File: config.mk
export PLATFORM = sky130hd
export DESIGN_NAME = tccw_queue
export DESIGN_NICKNAME = d
export VERILOG_FILES = /design/src/hw/rtl/tccw_pkg.sv /design/src/hw/rtl/tccw_queue.sv
export SDC_FILE = /design/constraint.sdc
export NUM_CORES = 1
export LEC_CHECK = 0
export ABC_CLOCK_PERIOD_IN_PS = 3100
export BUFFER_PORTS_ARGS = -buffer_cell sky130_fd_sc_hd__clkbuf_2
export CAP_MARGIN = 20
export CORE_MARGIN = 3
export CORE_UTILIZATION = 51
export DETAILED_ROUTE_END_ITERATION = 8
export MAX_ROUTING_LAYER = met4
export PLACE_DENSITY = 0.86
export SKIP_LAST_GASP = 1
export SYNTH_ARGS = -nofsm -noshare
export SYNTH_HDL_FRONTEND = slang
export SYNTH_SLANG_ARGS = --single-unit
File: constraint.sdc
create_clock -name clk -period 3.1 [get_ports clk]
set_clock_uncertainty 0.2 [all_clocks]
set_input_delay 0 -clock clk [delete_from_list [all_inputs] [get_ports clk]]
set_output_delay 0 -clock clk [all_outputs]
set_load 0.02 [all_outputs]
File: src/hw/rtl/tccw_pkg.sv
// shared types, constants and helpers for the text console cell writer
// no dependencies; used by every module of the block
package tccw_pkg;

  // screen geometry
  localparam int SCREEN_ROWS = 25;
  localparam int SCREEN_COLS = 80;
  localparam int CELL_COUNT  = SCREEN_ROWS * SCREEN_COLS;
  localparam int MOVE_COUNT  = (SCREEN_ROWS - 1) * SCREEN_COLS;

  localparam int ROW_W  = $clog2(SCREEN_ROWS);
  localparam int COL_W  = $clog2(SCREEN_COLS);
  localparam int CELL_W = $clog2(CELL_COUNT);

  // character and style constants
  localparam logic [7:0] BLANK_CHAR   = 8'd32;
  localparam logic [7:0] NEWLINE_CHAR = 8'd10;
  localparam logic [7:0] RESET_STYLE  = 8'd15;

  // operation codes on the input channel
  localparam logic [1:0] OP_WRITE      = 2'd0;
  localparam logic [1:0] OP_SET_CURSOR = 2'd1;
  localparam logic [1:0] OP_CLEAR      = 2'd2;
  localparam logic [1:0] OP_READ       = 2'd3;

  // classified command kinds
  localparam logic [2:0] CMD_CHAR       = 3'd0;
  localparam logic [2:0] CMD_NEWLINE    = 3'd1;
  localparam logic [2:0] CMD_SET_CURSOR = 3'd2;
  localparam logic [2:0] CMD_CLEAR      = 3'd3;
  localparam logic [2:0] CMD_READ       = 3'd4;

  // command queue
  localparam int QUEUE_DEPTH = 2;
  localparam int QPTR_W      = $clog2(QUEUE_DEPTH);
  localparam int QCNT_W      = $clog2(QUEUE_DEPTH + 1);

  typedef struct packed {
    logic [1:0] operation;
    logic [7:0] char_code;
    logic [7:0] char_style;
    logic [4:0] pos_row;
    logic [6:0] pos_col;
  } tccw_in_t;

  typedef struct packed {
    logic [10:0] cursor_offset;
    logic [7:0]  cell_char;
    logic [7:0]  cell_style;
    logic        scrolled;
  } tccw_out_t;

  typedef struct packed {
    logic [2:0]        kind;
    logic [7:0]        char_code;
    logic [7:0]        char_style;
    logic [ROW_W-1:0]  row;
    logic [COL_W-1:0]  col;
    logic [CELL_W-1:0] idx;
  } tccw_cmd_t;

  typedef struct packed {
    logic full;
    logic empty;
  } tccw_q_status_t;

  // linear cell index of a row and column
  function automatic logic [CELL_W-1:0] cell_index(input logic [ROW_W-1:0] row,
                                                   input logic [COL_W-1:0] col);
    return CELL_W'(row) * CELL_W'(SCREEN_COLS) + CELL_W'(col);
  endfunction

endpackage

File: src/hw/rtl/tccw_queue.sv
// small command queue between the front stage and the back end
// depends on tccw_pkg
module tccw_queue (
  input  logic                     clk,
  input  logic                     rst_n,
  input  logic                     push_i,
  input  tccw_pkg::tccw_cmd_t      push_data_i,
  input  logic                     pop_i,
  output tccw_pkg::tccw_cmd_t      head_o,
  output tccw_pkg::tccw_q_status_t stat_o
);

  tccw_pkg::tccw_cmd_t         entry_r [tccw_pkg::QUEUE_DEPTH];
  logic [tccw_pkg::QPTR_W-1:0] wr_ptr_r, wr_ptr_nxt;
  logic [tccw_pkg::QPTR_W-1:0] rd_ptr_r, rd_ptr_nxt;
  logic [tccw_pkg::QCNT_W-1:0] count_r, count_nxt;

  assign head_o       = entry_r[rd_ptr_r];
  assign stat_o.full  = (count_r == tccw_pkg::QCNT_W'(tccw_pkg::QUEUE_DEPTH));
  assign stat_o.empty = (count_r == '0);

  // pointer and count update
  always_comb begin
    wr_ptr_nxt = wr_ptr_r;
    rd_ptr_nxt = rd_ptr_r;
    count_nxt  = count_r;
    if (push_i) begin
      if (wr_ptr_r == tccw_pkg::QPTR_W'(tccw_pkg::QUEUE_DEPTH - 1)) begin
        wr_ptr_nxt = '0;
      end else begin
        wr_ptr_nxt = wr_ptr_r + 1'b1;
      end
    end
    if (pop_i) begin
      if (rd_ptr_r == tccw_pkg::QPTR_W'(tccw_pkg::QUEUE_DEPTH - 1)) begin
        rd_ptr_nxt = '0;
      end else begin
        rd_ptr_nxt = rd_ptr_r + 1'b1;
      end
    end
    if (push_i && !pop_i) begin
      count_nxt = count_r + 1'b1;
    end else if (pop_i && !push_i) begin
      count_nxt = count_r - 1'b1;
    end
  end

  always_ff @(posedge clk) begin
    if (!rst_n) begin
      wr_ptr_r <= '0;
      rd_ptr_r <= '0;
      count_r  <= '0;
    end else begin
      wr_ptr_r <= wr_ptr_nxt;
      rd_ptr_r <= rd_ptr_nxt;
      count_r  <= count_nxt;
    end
  end

  // entry storage
  always_ff @(posedge clk) begin
    if (push_i) begin
      entry_r[wr_ptr_r] <= push_data_i;
    end
  end

`ifndef SYNTHESIS
  a_no_push_full: assert property (@(posedge clk) disable iff (!rst_n)
    push_i |-> (count_r != tccw_pkg::QCNT_W'(tccw_pkg::QUEUE_DEPTH)))
    else $error("push into full command queue");

  a_no_pop_empty: assert property (@(posedge clk) disable iff (!rst_n)
    pop_i |-> (count_r != '0))
    else $error("pop from empty command queue");
`endif

endmodule

==> impl_metrics.env <==
export IMPL_most_common_layout_cells="clkbuf_2 (89), edfxtp_1 (84), dlygate4sd3_1 (46)"
export IMPL_synth_fa_ha_area_frac=0.00386
export IMPL_cp_buffers_inverters=1
export IMPL_core_rowCount=28
export IMPL_cts_root_buffer_cell="clkbuf_8"
export IMPL_p_leak_nw=1.73
export IMPL_yosys_mux_area_fraction=0.146
export IMPL_layout_drive_gt1_share=0.500
export IMPL_post_dp_cell_area_mm2=0.00377
export IMPL_synthCells=153
export IMPL_ctsResizeCount=0
export IMPL_syn_nets=200
export IMPL_worstHoldStart="push_data_i[36]"
export IMPL_port_buffers=89
export IMPL_grt_setup_unrepaired="false"
export IMPL_dp_final_hpwl_mm=3.42
export IMPL_worst_setup_hold_path_clk_slew_ns=0.08
export IMPL_wirelength_mm=6.00
export IMPL_cp_cell_sequence="mux2_2 -> clkbuf_2"
export IMPL_worst_setup_path_end_kind="primary output"
export IMPL_power_density_cell_area_mw_per_mm2=601
export IMPL_track_usage=0.178
export IMPL_syn2layout_area_growth_pct=37.6
export IMPL_synth_area_per_cell_um2=21.2
export IMPL_cp_data_arrival_time_ns=1.92
export IMPL_avgViaCountPerCell=4.87
export IMPL_die_area_mm2=0.00735
export IMPL_setup_total_negative_slack_ns=0
export IMPL_largest_stage_delay_on_the_critical_path_ns=0.97
export IMPL_gp_congestion=0.686
export IMPL_maxCapViolCount=0
export IMPL_wl_per_cell_um=16.0
export IMPL_core_region_area_mm2=0.00603
export IMPL_drtPass1Iterations=4
export IMPL_finalMaxSlewViolations=0
export IMPL_max_clock_freq_mhz=471
export IMPL_cts_htree_levels=3
export IMPL_numClockSinks=89
export IMPL_r2r_end="wr_ptr_r$_SDFFE_PN0P_"
export IMPL_setup_viol_count_final=0
export IMPL_drt_first_iter_violations=94
export IMPL_rr_startpoint="wr_ptr_r$_SDFFE_PN0P_"
export IMPL_synthesized_area_fraction_occupied_by_ao_oa_aoi_and_oai_cells=0.00617
export IMPL_ys_ff_latch=89
export IMPL_clock_tree_from_tritoncts="built"
export IMPL_crit_slowest_cell="dfxtp_2"
export IMPL_cp_start_kind="flip-flop"
export IMPL_grt_antenna_before_repair=0
export IMPL_yosysWarningCount=0
export IMPL_synthSimpleGateAreaFrac=0.0174
export IMPL_worstRegToRegCells=4
export IMPL_clkLatencyLatePin_ns=0.33
export IMPL_cpLargestDelayFamily="flip-flops"
export IMPL_number_of_instances_on_the_worst_hold_path=2
export IMPL_first_global_vias=2025
export IMPL_synth_xor_area_frac=0.00810
export IMPL_regToRegSetupSlack_ns=1.16
export IMPL_seq_area_frac_synth=0.808
export IMPL_crit_required_ns=2.90
export IMPL_timing_hold_worst_endpoint="entry_r[0][36]$_DFFE_PP_"
export IMPL_pin_count=90
export IMPL_peakVddDrop_v=0.000472
export IMPL_timing_critical_path_fanout_max=42
export IMPL_design_final_nets=342
export IMPL_remaining_drc_errors=0
export IMPL_total_gr_overflow=0
export IMPL_final_common_cell="clkbuf_2"
export IMPL_route_antenna_remaining_nets=0
export IMPL_die_height_um=85.8
export IMPL_synthDistinctLibCells=17
export IMPL_grt_pass1_wl_mm=9.59
export IMPL_antenna_cells=0
export IMPL_netlist_area_mm2=0.00324
export IMPL_numCtsBuffers=9
export IMPL_vias=1828
export IMPL_grt_start_max_net_pins=44
export IMPL_dieWidth_um=85.8
export IMPL_status="finished clean"
export IMPL_initial_core_util=0.538
export IMPL_setup_worst_path_class="flip-flop to primary output"
export IMPL_min_path_type="primary input to flip-flop"
export IMPL_actual_transition_at_the_worst_max_transition_pin_ns=1.01
export IMPL_cts_buffer_depth=2
export IMPL_postLayoutCellArea_mm2=0.00447
export IMPL_synth_top_family_by_area="multiplexers"
export IMPL_min_period_ns=2.12
export IMPL_timing_max_slew_rel_slack=0.330
export IMPL_hold_violations=0
export IMPL_finalCritPeriodShare=0.685
export IMPL_worst_hold_slack_ns=0.194
synthesized netlist by cell type:
| library cell | number | share of area |
|---|---|---|
| edfxtp_1 | 84 | 0.78 |
| mux2_2 | 42 | 0.15 |
| dfxtp_1 | 5 | 0.031 |
| and2_1 | 4 | 0.0077 |
| buf_2 | 3 | 0.0046 |
| buf_4 | 2 | 0.0046 |
| nor2b_1 | 2 | 0.0039 |
| xor2_1 | 2 | 0.0054 |
| a21boi_1 | 1 | 0.0023 |
| and2b_2 | 1 | 0.0027 |
| ha_1 | 1 | 0.0039 |
| inv_1 | 1 | 0.0012 |
| nor2_1 | 1 | 0.0012 |
| o21a_1 | 1 | 0.0023 |
| o21ai_0 | 1 | 0.0015 |
| or3_1 | 1 | 0.0019 |
| xnor2_1 | 1 | 0.0027 |
registers in the layout, summed over array words and instances, names as in the netlist, named ones only:
register  flops
count_r       2
rd_ptr_r      1
wr_ptr_r      1
entry_r      84
stage by stage:
step / std cells / setup WS, ns / utilization / total power [W]
6_report: 375 / 0.976 / 0.741 / 0.00269
5_1_grt: 375 / 0.869 / 0.741 / 0.00278
4_1_cts: 375 / 0.911 / 0.741 / 0.00270
3_5_place_dp: 313 / 1.26 / 0.626 / 0.00175
3_3_place_gp: 313 / 1.29 / 0.626 / 0.00174
2_1_floorplan: 153 / 0.240 / - / 0.00164
final cells by class:
type                       instances  area (um^2)
multi-input combinational         58          597
inverter                           1         3.75
sequential                        89         2620
clock inverter                     6          106
clock buffer                      10          128
fill                             378         1560
tap                               75         93.8
timing repair buffer             136          913
power breakdown:
part,total (W),internal (W),switching [W]
Sequential,0.00142,0.00139,0.0000378
Clock,0.000915,0.000532,0.000383
Combinational,0.000347,0.000168,0.000179
Total,0.00269,0.00209,0.000600
layer usage:
metal	track usage	vias up	wire, um
met5	-	-	0
met4	0.0647	0	0
met3	0.0384	0	373
met2	0.309	74	3120
met1	0.203	878	2510
li1	-	876	-
how the worst max path moves through the flow:
stage | from | endpoint | slack [ns] | depth (start not counted)
after floorplan | wr_ptr_r$_SDFFE_PN0P_ | entry_r[0][0]$_DFFE_PP_ | 0.24 | 1
after global placement | wr_ptr_r$_SDFFE_PN0P_ | entry_r[1][38]$_DFFE_PP_ | 1.29 | 1
after detailed placement | wr_ptr_r$_SDFFE_PN0P_ | entry_r[1][38]$_DFFE_PP_ | 1.26 | 1
after CTS | flip-flop | head_o[21] | 0.91 | 2
after global routing | flip-flop | head_o[24] | 0.87 | 2
final | flip-flop | head_o[22] | 0.98 | 2
cell families (layout without fill, tap and decap cells):
family / after synthesis / after routing
adders and majority gates: 1 / 1
DFF: 89 / 89
and+or+nand+nor: 9 / 9
buffers and inverters: 6 / 153
xor gates and xnor gates: 3 / 3
muxes: 42 / 42
AOI/OAI and AO/OA: 3 / 3
what timing repair did:
| item | CTS | global route |
|---|---|---|
| setup buffers | 0 | 0 |
| hold endpoints to repair | 89 | 0 |
| hold buffers | 46 | 0 |
(Power assumes the default switching activity.)
