### src/hw/rtl/tccw_pkg.sv
// shared types, constants and helpers for the text console cell writer
// no dependencies; used by every module of the block
package tccw_pkg;

  // screen geometry
  localparam int SCREEN_ROWS = 25;
  localparam int SCREEN_COLS = 80;
  localparam int CELL_COUNT  = SCREEN_ROWS * SCREEN_COLS;
  localparam int MOVE_COUNT  = (SCREEN_ROWS - 1) * SCREEN_COLS;

  localparam int ROW_W  = $clog2(SCREEN_ROWS);
  localparam int COL_W  = $clog2(SCREEN_COLS);
  localparam int CELL_W = $clog2(CELL_COUNT);

  // character and style constants
  localparam logic [7:0] BLANK_CHAR   = 8'd32;
  localparam logic [7:0] NEWLINE_CHAR = 8'd10;
  localparam logic [7:0] RESET_STYLE  = 8'd15;

  // operation codes on the input channel
  localparam logic [1:0] OP_WRITE      = 2'd0;
  localparam logic [1:0] OP_SET_CURSOR = 2'd1;
  localparam logic [1:0] OP_CLEAR      = 2'd2;
  localparam logic [1:0] OP_READ       = 2'd3;

  // classified command kinds
  localparam logic [2:0] CMD_CHAR       = 3'd0;
  localparam logic [2:0] CMD_NEWLINE    = 3'd1;
  localparam logic [2:0] CMD_SET_CURSOR = 3'd2;
  localparam logic [2:0] CMD_CLEAR      = 3'd3;
  localparam logic [2:0] CMD_READ       = 3'd4;

  // command queue
  localparam int QUEUE_DEPTH = 2;
  localparam int QPTR_W      = $clog2(QUEUE_DEPTH);
  localparam int QCNT_W      = $clog2(QUEUE_DEPTH + 1);

  typedef struct packed {
    logic [1:0] operation;
    logic [7:0] char_code;
    logic [7:0] char_style;
    logic [4:0] pos_row;
    logic [6:0] pos_col;
  } tccw_in_t;

  typedef struct packed {
    logic [10:0] cursor_offset;
    logic [7:0]  cell_char;
    logic [7:0]  cell_style;
    logic        scrolled;
  } tccw_out_t;

  typedef struct packed {
    logic [2:0]        kind;
    logic [7:0]        char_code;
    logic [7:0]        char_style;
    logic [ROW_W-1:0]  row;
    logic [COL_W-1:0]  col;
    logic [CELL_W-1:0] idx;
  } tccw_cmd_t;

  typedef struct packed {
    logic full;
    logic empty;
  } tccw_q_status_t;

  // linear cell index of a row and column
  function automatic logic [CELL_W-1:0] cell_index(input logic [ROW_W-1:0] row,
                                                   input logic [COL_W-1:0] col);
    return CELL_W'(row) * CELL_W'(SCREEN_COLS) + CELL_W'(col);
  endfunction

endpackage

### src/hw/rtl/tccw_front.sv
// front stage: accepts input items, saturates positions and classifies them
// depends on tccw_pkg; feeds the command queue
module tccw_front (
  input  logic                    clk,
  input  logic                    rst_n,
  input  logic                    in_valid_i,
  output logic                    in_stall_o,
  input  tccw_pkg::tccw_in_t      in_data_i,
  input  tccw_pkg::tccw_q_status_t q_stat_i,
  output logic                    push_o,
  output tccw_pkg::tccw_cmd_t     cmd_o
);

  logic                vld_r, vld_nxt;
  tccw_pkg::tccw_cmd_t cmd_r, cmd_nxt;
  logic                accept;

  // handshake: hold while the front register is loaded and the queue is full
  assign in_stall_o = vld_r && q_stat_i.full;
  assign accept     = in_valid_i && !in_stall_o;
  assign push_o     = vld_r && !q_stat_i.full;
  assign cmd_o      = cmd_r;

  // classify and saturate
  always_comb begin
    cmd_nxt            = cmd_r;
    cmd_nxt.char_code  = in_data_i.char_code;
    cmd_nxt.char_style = in_data_i.char_style;
    if (32'(in_data_i.pos_row) > 32'(tccw_pkg::SCREEN_ROWS - 1)) begin
      cmd_nxt.row = tccw_pkg::ROW_W'(tccw_pkg::SCREEN_ROWS - 1);
    end else begin
      cmd_nxt.row = tccw_pkg::ROW_W'(in_data_i.pos_row);
    end
    if (32'(in_data_i.pos_col) > 32'(tccw_pkg::SCREEN_COLS - 1)) begin
      cmd_nxt.col = tccw_pkg::COL_W'(tccw_pkg::SCREEN_COLS - 1);
    end else begin
      cmd_nxt.col = tccw_pkg::COL_W'(in_data_i.pos_col);
    end
    cmd_nxt.idx = tccw_pkg::cell_index(cmd_nxt.row, cmd_nxt.col);
    case (in_data_i.operation)
      tccw_pkg::OP_WRITE: begin
        if (in_data_i.char_code == tccw_pkg::NEWLINE_CHAR) begin
          cmd_nxt.kind = tccw_pkg::CMD_NEWLINE;
        end else begin
          cmd_nxt.kind = tccw_pkg::CMD_CHAR;
        end
      end
      tccw_pkg::OP_SET_CURSOR: cmd_nxt.kind = tccw_pkg::CMD_SET_CURSOR;
      tccw_pkg::OP_CLEAR:      cmd_nxt.kind = tccw_pkg::CMD_CLEAR;
      default:                 cmd_nxt.kind = tccw_pkg::CMD_READ;
    endcase
  end

  // stage valid
  always_comb begin
    if (accept) begin
      vld_nxt = 1'b1;
    end else if (push_o) begin
      vld_nxt = 1'b0;
    end else begin
      vld_nxt = vld_r;
    end
  end

  always_ff @(posedge clk) begin
    if (!rst_n) begin
      vld_r <= 1'b0;
    end else begin
      vld_r <= vld_nxt;
    end
  end

  always_ff @(posedge clk) begin
    if (accept) begin
      cmd_r <= cmd_nxt;
    end
  end

endmodule

### config.mk
export PLATFORM = sky130hd
export DESIGN_NAME = tccw_front
export DESIGN_NICKNAME = d
export VERILOG_FILES = /design/src/hw/rtl/tccw_pkg.sv /design/src/hw/rtl/tccw_front.sv
export SDC_FILE = /design/constraint.sdc
export NUM_CORES = 1
export LEC_CHECK = 0
export BUFFER_PORTS_ARGS = -buffer_cell sky130_fd_sc_hd__buf_2
export CAP_MARGIN = 15
export CELL_PAD_IN_SITES_DETAIL_PLACEMENT = 0
export CELL_PAD_IN_SITES_GLOBAL_PLACEMENT = 1
export CORE_MARGIN = 4
export CORE_UTILIZATION = 32
export DETAILED_ROUTE_END_ITERATION = 6
export PLACE_DENSITY = 0.8
export SYNTH_ARGS = -nofsm -noshare
export SYNTH_HDL_FRONTEND = slang
export SYNTH_SLANG_ARGS = --single-unit
### constraint.sdc
create_clock -name clk -period 2.6 [get_ports clk]
set_clock_uncertainty 0.15 [all_clocks]
set_input_delay 0.26 -clock clk [delete_from_list [all_inputs] [get_ports clk]]
set_output_delay 0.26 -clock clk [all_outputs]
set_load 0.1 [all_outputs]
==> results.py, run 1 <==
metrics = {
    "grt": {
        "grt_pass1_vias": 1100,
        "antenna_found_initial": 0,
        "overflow": 0,
        "grt_pass1_wl_um": 5000,
        "grt_use_total": 0.104,
        "grt_max_degree": 21,
    },
    "drt": {
        "route.vias.total": 1078,
        "ant_nets": 0,
        "drtPass1Iterations": 2,
        "wl_per_cell_um": 12.1,
        "wirelength_um": 3190,
        "drc_errors": 0,
        "viasPerCell": 4.08,
        "drt-initial-drc-count": 10,
    },
    "worst_setup_path": {
        "cp-end-kind": "register",
        "cp_cell_sequence": "buf_2 > nand2_1 > and2_1 > ha_1 > ha_1 > inv_1 > fa_1 > nor4b_2 > xor2_1 > xnor2_1",
        "crit_buf_inv": 2,
        "critPathMaxStageDelay_ps": 440,
        "cp-start-kind": "input pin",
        "worstPathRequired_ps": 2480,
        "cpLargestDelayFamily": "adder cells",
        "path_max_fanout": 4,
        "cp_data_arrival_time_ps": 2230,
        "crit_type": "input pin to register",
        "cp_common_cell": "ha_1",
        "cp_slowest_cell": "fa_1",
    },
    "logic_synthesis": {
        "synth_xor_area_frac": 0.0419,
        "ys_seq_area_frac": 0.695,
        "ys_ff_latch": 39,
        "synth_top_cell_by_area": "edfxtp_1",
        "syn_avg_cell_area_um2": 16.2,
        "yosys.area_share.simple": 0.0846,
        "synth_compound_area_frac": 0.0337,
        "async_reset_ff_frac": 0,
        "synth_top_area_share": 0.683,
        "yosys_most_used_dff": "edfxtp_1",
        "post-synth-top-count-cell": "edfxtp_1",
        "synth_edf_count": 38,
        "synth_area_leaders": "edfxtp_1 68%, ha_1 8.2%, xnor2_1 2.6%, fa_1 2.4%, nor2b_1 1.9%",
        "yosysWarnings": 0,
        "synth_area_um2": 1670,
        "synthMuxAreaShare": 0,
        "ys_types": 24,
        "synthCells": 103,
        "synth_common_cells": "38 x edfxtp_1, 11 x ha_1, 6 x inv_1, 5 x nor2b_1, 5 x xnor2_1",
        "synthesis.nets": 151,
        "synth_fa_ha_area_frac": 0.106,
        "synth_top_family_by_area": "adder cells",
    },
    "cts": {
        "cts_buffer_depth": 2,
        "post_cts_resized": 0,
        "clkLatencyLatePin_ps": 270,
        "cts_made_buffers": 5,
        "ctsRootBufferMaster": "clkbuf_8",
        "cts_setup_buffers": 0,
        "clock_sinks": 39,
        "tritoncts": "built",
        "path_clk_slew_ps": 70,
        "h-tree-depth": 2,
    },
    "power": {
        "seq_power_share": 0.442,
        "worst_ir_drop_vdd_mv": 0.252,
        "pwr-share-clk": 0.233,
        "combPwrFrac": 0.324,
        "internal_power_w": 0.00107,
        "power_density_nw_per_um2": 736,
        "p_sw_frac": 0.374,
        "power_switching_w": 0.000642,
        "power_leakage_nw": 1.03,
    },
    "final_layout": {
        "regArea_um2": 1160,
        "drive_above_1_share": 0.469,
        "multi_input_area_um2": 453,
        "fillers": 475,
        "area_growth_pct": 39.6,
        "antenna-diode-count": 0,
        "fin_util": 0.459,
        "nNetsFinal": 241,
    },
    "timing": {
        "max_slew_margin": 0.620,
        "finalCritPeriodShare": 0.905,
        "worstMarginPinSlew_ps": 569,
        "drv_slew": 0,
        "max_freq_ghz": 0.425,
        "min_period_ps": 2350,
        "grt_setup_unrepaired": "no",
        "hold_viol": 0,
        "timing.setup.tns_ps": 0,
        "finalSetupViolCount": 0,
    },
    "flow_run": {
        "maxCapViolCount": 0,
    },
    "status": {
        "status": "finished clean",
    },
    "floorplanning": {
        "ios": 79,
        "die_area_um2": 6440,
        "start_util": 0.329,
        "dieHeight_um": 80.3,
        "num_rows": 26,
        "core_um2": 5070,
        "die_w_um": 80.3,
    },
    "placed_design": {
        "dp_hpwl_um": 2570,
        "gp_congestion": 0.733,
        "io_buffer_count": 77,
    },
    "hold_path": {
        "hold_path_class": "input pin to register",
    },
}
[path summary, 6_finish.rpt]
check | depth (start not counted) | end | start | slack (ps)
setup / recovery | 10 | cmd_o[10] | in_data_i[11] | 250
hold / removal | 1 | cmd_o[33] | in_data_i[22] | 20
setup reg to reg | 3 | cmd_o[22] | vld_r | 960
hold reg to reg | 2 | vld_r | vld_r | 510
[kinds of logic (layout without fill, tap and decap cells)]
kind of cell,Yosys count,in the layout
adder cells (fa/ha/maj),13,13
AO/OA/AOI/OAI,9,9
XOR/XNOR,8,8
flip-flops,39,39
AND/OR/NAND/NOR,21,21
buffers and inverters,13,104
[power groups by stage]
stage / Clock (W) / Sequential [W] / Combinational, W
final: 0.000400 / 0.000759 / 0.000557
after CTS: 0.000419 / 0.000759 / 0.000557
after detailed placement: 0 / 0.000772 / 0.000551
after global placement: 0 / 0.000772 / 0.000546
after global routing: 0.000452 / 0.000763 / 0.000583
after floorplan: 0 / 0.00109 / 0.000129
[layer usage]
layer,vias to the layer above,track usage,wire length [um]
li1,542,-,-
met1,490,0.103,1230
met2,42,0.194,1690
met3,4,0.0437,243
met4,0,0.0355,29
met5,-,0,0
[layout by cell type, fill, tap and decap left out, types with 2 or more instances in the layout]
cell type	synthesis	final
a21o_1	2	2
a21oi_1	4	4
and2_1	4	4
buf_2	0	77
buf_4	4	4
clkbuf_8	0	6
dlygate4sd3_1	0	8
edfxtp_1	38	38
fa_1	2	2
ha_1	11	11
inv_1	6	6
nand2b_1	4	4
nor2b_1	5	4
nor3b_1	2	2
xnor2_1	5	5
xor2_1	3	3
[final cells by class]
class	count	area share
Timing Repair Buffer	90	0.221
Clock buffer	7	0.0370
Multi-Input combinational cell	51	0.194
Clock inverter	1	0.00215
Sequential cell	39	0.498
Tap cell	70	0.0376
Inverter	6	0.00966
[worst reg2reg max path, stage by stage, from the launching register on]
cell and delay (ps):
dfxtp_1 300, and2_1 170, nor2b_4 480, buf_12 240
[registers in the layout, summed over array words and instances (netlist names)]
register  cells
cmd_o        38
vld_r         1
[what timing repair did]
action / CTS / global route
hold buffers: 4 / 4
hold endpoints to repair: 4 / 4
endpoints found under the setup margin: 0 / 0
[through the flow]
stage                     hold WS (ps)  instance area, um^2  power (W)  worst slack [ps]  std cells
after floorplan                    209                 1670    0.00122              95.2        103
after global placement             288                 2160    0.00132              18.6        248
after detailed placement           290                 2160    0.00132             -58.1        248
after CTS                       0.0352                 2290    0.00174               255        260
after global routing              1.99                 2330    0.00180               160        264
final                             23.2                 2330    0.00172               248        264
No activity file was read; power rests on OpenSTA's default activity.
==> inputs of run 2 (changes only) <==
PLACE_DENSITY = default   (was 0.8)
PLACE_DENSITY_LB_ADDON = 0.1   (was default)
==> results.py, run 2 (same netlist as run 1, synthesis figures left out) <==
metrics = {
    "status": {
        "status": "finished clean",
    },
    "drt": {
        "drt-initial-drc-count": 21,
        "drtPass1Iterations": 4,
        "route.vias.total": 1123,
        "viasPerCell": 4.17,
        "wl_per_cell_um": 12.7,
        "ant_nets": 0,
        "drc_errors": 0,
        "wirelength_um": 3410,
    },
    "floorplanning": {
        "core_um2": 5070,
        "dieHeight_um": 80.3,
        "die_w_um": 80.3,
        "num_rows": 26,
        "die_area_um2": 6440,
        "start_util": 0.329,
        "ios": 79,
    },
    "timing": {
        "finalCritPeriodShare": 0.894,
        "min_period_ps": 2330,
        "max_freq_ghz": 0.430,
        "grt_setup_unrepaired": "no",
        "finalSetupViolCount": 0,
        "hold_viol": 0,
        "worstMarginPinSlew_ps": 575,
        "max_slew_margin": 0.616,
        "drv_slew": 0,
        "fin_ws_ps": 275,
    },
    "grt": {
        "met3_usage": 0.0336,
        "grt_pass1_vias": 1096,
        "globalRouteMet1Util": 0.118,
        "grt.busiest_layer": "met2",
        "grt_util_met2": 0.184,
        "antenna_found_initial": 0,
        "grt_use_total": 0.107,
        "overflow": 0,
        "grt_max_degree": 22,
        "grt_pass1_wl_um": 5070,
    },
    "final_layout": {
        "area_growth_pct": 42.0,
        "drive_above_1_share": 0.462,
        "layout_commonest_cell": "buf_2",
        "antenna-diode-count": 0,
        "largest_reg_flops": 38,
        "fin_util": 0.467,
        "layout_common_cells": "77 x buf_2, 38 x edfxtp_1, 12 x dlygate4sd3_1",
        "nNetsFinal": 246,
    },
    "cts": {
        "cts_made_buffers": 5,
        "h-tree-depth": 2,
        "path_clk_slew_ps": 70,
        "clkLatencyLatePin_ps": 290,
        "clock_sinks": 39,
        "cts_setup_buffers": 0,
        "tritoncts": "built",
        "cts_buffer_depth": 2,
        "ctsRootBufferMaster": "clkbuf_8",
    },
    "worst_setup_path": {
        "worstPathRequired_ps": 2490,
        "cp-end-kind": "register",
        "cp_slowest_cell": "fa_1",
        "cp-start-kind": "input pin",
        "cp_cell_sequence": "buf_2 > nand2_1 > and2_1 > ha_1 > ha_1 > inv_1 > fa_1 > nor4b_2 > xor2_1 > xnor2_1",
        "crit_type": "input pin to register",
        "cp_data_arrival_time_ps": 2210,
        "cp_common_cell": "ha_1",
        "path_max_fanout": 4,
        "critPathMaxStageDelay_ps": 440,
    },
    "power": {
        "worst_ir_drop_vdd_mv": 0.342,
        "power_leakage_nw": 1.05,
        "power_density_nw_per_um2": 722,
        "fin_total_pwr_w": 0.00171,
    },
    "placed_design": {
        "io_buffer_count": 77,
        "pre_cts_slack_ps": -36.8,
        "dp_hpwl_um": 2610,
        "gp_congestion": 0.727,
    },
    "flow_run": {
        "maxCapViolCount": 0,
    },
    "hold_path": {
        "hold_path_class": "input pin to register",
    },
}
-- run 2: cell types whose count changed in the layout (fill, tap and decap cells not counted), sizes merged --
cell,previous run,this run
clkbuf,7,6
dlygate4sd3,8,12
clkinvlp,0,1
buf,82,83
-- run 2: worst paths after layout --
path	from	to	slack, ps	cells after the start
worst max-delay path	in_data_i[11]	cmd_o[10]	270	10
worst min-delay path	in_data_i[26]	cmd_o[37]	20	1
worst max register to register	vld_r	cmd_o[37]	920	3
worst min register to register	vld_r	vld_r	550	2
-- run 2: area by class of cell --
type	count	area, um^2
Clock inverter	2	12.5
Fill cell	492	2700
Clock buffer	6	72.6
Inverter	6	22.5
Timing Repair Buffer	95	563
Sequential cell	39	1160
Tap cell	70	87.6
Multi-Input combinational cell	51	453
-- run 2: through the flow --
stage,cell area (um^2),setup TNS [ps],cells,hold WS (ps)
floorplan,1670,0,103,209
global placement,2170,0,249,288
detailed placement,2170,-36.8,249,288
CTS,2340,0,266,1.02
global route,2370,0,269,-0.142
finish,2370,0,269,19.7
-- run 2: power by group --
group,switching [W],internal (W),leakage [nW],total (W)
Clock,0.000202,0.000187,0.0412,0.000390
Sequential,0.0000107,0.000748,0.376,0.000759
Combinational,0.000446,0.000119,0.630,0.000565
-- run 2: what timing repair did --
action,4_1_cts,5_1_grt
hold endpoints to repair,9,3
resized for setup,0,0
hold buffers,9,3
-- run 2: layer usage --
metal / share of wire / vias up
li1: - / 552
met1: 0.36 / 526
met2: 0.55 / 40
met3: 0.067 / 5
met4: 0.020 / 0
met5: 0 / -
-- run 2: worst max-delay path: cells and delay by family --
| family | cells | cell delay [ps] |
|---|---|---|
| simple gates | 3 | 570 |
| fa+ha+maj | 3 | 950 |
| xor+xnor | 2 | 270 |
| buf+inv | 2 | 160 |
==> inputs of run 3 (changes only) <==
CORE_UTILIZATION = 38   (was 32)
SETUP_SLACK_MARGIN = 0.5   (was default)
clock period = 2.9 ns   (was 2.6 ns; I/O delays follow)
==> results.py, run 3 (same netlist as run 1, synthesis figures left out) <==
metrics = {
    "status": {
        "status": "finished clean",
    },
    "final_layout": {
        "nNetsFinal": 230,
        "stdcell_area_um2": 2230,
        "layout_common_cells": "75 x buf_2, 38 x edfxtp_1, 9 x ha_1",
        "fillers": 373,
        "antenna-diode-count": 0,
        "largest_reg_flops": 38,
        "drive_above_1_share": 0.514,
        "layout_commonest_cell": "buf_2",
        "area_growth_pct": 33.3,
    },
    "power": {
        "power_density_nw_per_um2": 680,
        "power_switching_w": 0.000580,
        "pwr-share-clk": 0.225,
        "combPwrFrac": 0.326,
        "seq_power_share": 0.450,
        "internal_power_w": 0.000934,
        "power_leakage_nw": 0.979,
        "worst_ir_drop_vdd_mv": 0.367,
        "p_sw_frac": 0.383,
    },
    "cts": {
        "cts_buffer_depth": 2,
        "ctsRootBufferMaster": "clkbuf_8",
        "path_clk_slew_ps": 70,
        "hold_buffers": 0,
        "cts_made_buffers": 5,
        "h-tree-depth": 2,
        "clock_sinks": 39,
        "tritoncts": "built",
        "clkLatencyLatePin_ps": 280,
    },
    "floorplanning": {
        "dieHeight_um": 74.3,
        "die_area_um2": 5520,
        "die_w_um": 74.3,
        "ios": 79,
        "core_um2": 4120,
        "num_rows": 23,
        "start_util": 0.406,
    },
    "timing": {
        "timing.setup.tns_ps": 0,
        "drv_slew": 0,
        "fin_ws_ps": 594,
        "hold_viol": 0,
        "max_freq_ghz": 0.434,
        "min_period_ps": 2310,
        "finalSetupViolCount": 0,
        "grt_setup_unrepaired": "no",
        "worstMarginPinSlew_ps": 484,
        "max_slew_margin": 0.674,
        "finalCritPeriodShare": 0.795,
    },
    "worst_setup_path": {
        "r2r-start": "vld_r",
        "path_max_fanout": 5,
        "cp_data_arrival_time_ps": 2190,
        "crit_buf_inv": 2,
        "worstPathRequired_ps": 2780,
        "cp_slowest_cell": "fa_2",
        "cp_cell_sequence": "buf_4 > nand2_2 > and2_1 > ha_1 > inv_1 > fa_2 > xor2_2 > nor4b_2 > xor2_1 > xnor2_1",
        "cpLargestDelayFamily": "adder cells",
        "cp-start-kind": "input pin",
        "cp-end-kind": "register",
        "crit_type": "input pin to register",
        "r2r_setup_slack_ps": 1360,
        "rr_endpoint": "cmd_o[30]",
        "worst-r2r-cell-count": 3,
        "critPathMaxStageDelay_ps": 400,
    },
    "drt": {
        "route.vias.total": 1043,
        "drc_errors": 0,
        "drt-initial-drc-count": 59,
        "ant_nets": 0,
        "wirelength_um": 3190,
        "drtPass1Iterations": 2,
        "viasPerCell": 4.48,
        "wl_per_cell_um": 13.7,
    },
    "hold_path": {
        "hold_path_class": "input pin to register",
        "holdCritStartpoint": "in_data_i[14]",
        "hold_end": "cmd_o[25]",
        "hold_depth": 1,
    },
    "grt": {
        "overflow": 0,
        "grt_max_degree": 39,
        "grt_pass1_vias": 1061,
        "grt_use_total": 0.120,
        "antenna_found_initial": 0,
        "grt_pass1_wl_um": 4880,
    },
    "placed_design": {
        "io_buffer_count": 77,
        "dp_hpwl_um": 2410,
        "gp_congestion": 0.692,
        "pre_cts_slack_ps": 225,
        "placed_area_um2": 2120,
    },
    "flow_run": {
        "maxCapViolCount": 0,
    },
}
run 3: changes by cell type in the layout (fill, tap and decap cells not counted), moves of 2 or more:
cell and change:
buf_2 -2, ha_4 +2, dlygate4sd3_1 -12, ha_1 -2
run 3: stage by stage:
stage                     power (W)  hold slack [ps]   util  instances
after floorplan             0.00110              239      -        103
after global placement      0.00118              317  0.515        224
after detailed placement    0.00118              319  0.515        224
after CTS                   0.00153             20.7  0.535        232
after global routing        0.00158             14.7  0.541        233
final                       0.00151             34.4  0.541        233
run 3: worst reg2reg max path: cells and delay by family, from the launching register on:
kind | cells | cell delay, ps
simple gates | 2 | 290
buf+inv | 1 | 420
flops | 1 | 310
run 3: area by class of cell:
cell class | instances | area (um^2) | area share
clock buffer | 7 | 76.3 | 0.0343
clock inverter | 1 | 5.00 | 0.00225
multi-input combinational | 51 | 493 | 0.221
sequential | 39 | 1160 | 0.522
inverter | 6 | 22.5 | 0.0101
timing repair buffer | 79 | 405 | 0.182
tap | 50 | 62.6 | 0.0281
run 3: repair_timing:
| action | CTS | global route |
|---|---|---|
| hold endpoints to repair | 0 | 0 |
| gates resized for setup | 0 | 6 |
| buffers inserted | 0 | 1 |
| endpoints found under the setup margin | 0 | 1 |
run 3: power by group through the flow:
stage | clock (W) | sequential, W | combinational [W]
2_1_floorplan | 0 | 0.000980 | 0.000123
3_3_place_gp | 0 | 0.000691 | 0.000486
3_5_place_dp | 0 | 0.000693 | 0.000489
4_1_cts | 0.000355 | 0.000681 | 0.000490
5_1_grt | 0.000382 | 0.000684 | 0.000518
6_report | 0.000340 | 0.000680 | 0.000493
run 3: how the worst max path moves through the flow:
stage	end	from	slack, ps	cells past startpoint
detailed placement	cmd_o[10]	in_data_i[11]	220	11
global placement	cmd_o[10]	in_data_i[10]	240	11
global route	cmd_o[10]	in_data_i[11]	510	10
CTS	cmd_o[10]	in_data_i[11]	530	11
finish	cmd_o[10]	in_data_i[10]	590	10
floorplan	cmd_o[10]	in_data_i[11]	520	10
run 3: metal layers:
metal | track usage | up-vias | routed length, um
li1 | - | 518 | -
met1 | 0.149 | 469 | 1320
met2 | 0.183 | 52 | 1420
met3 | 0.0500 | 4 | 403
met4 | 0.0534 | 0 | 48
met5 | 0 | - | 0
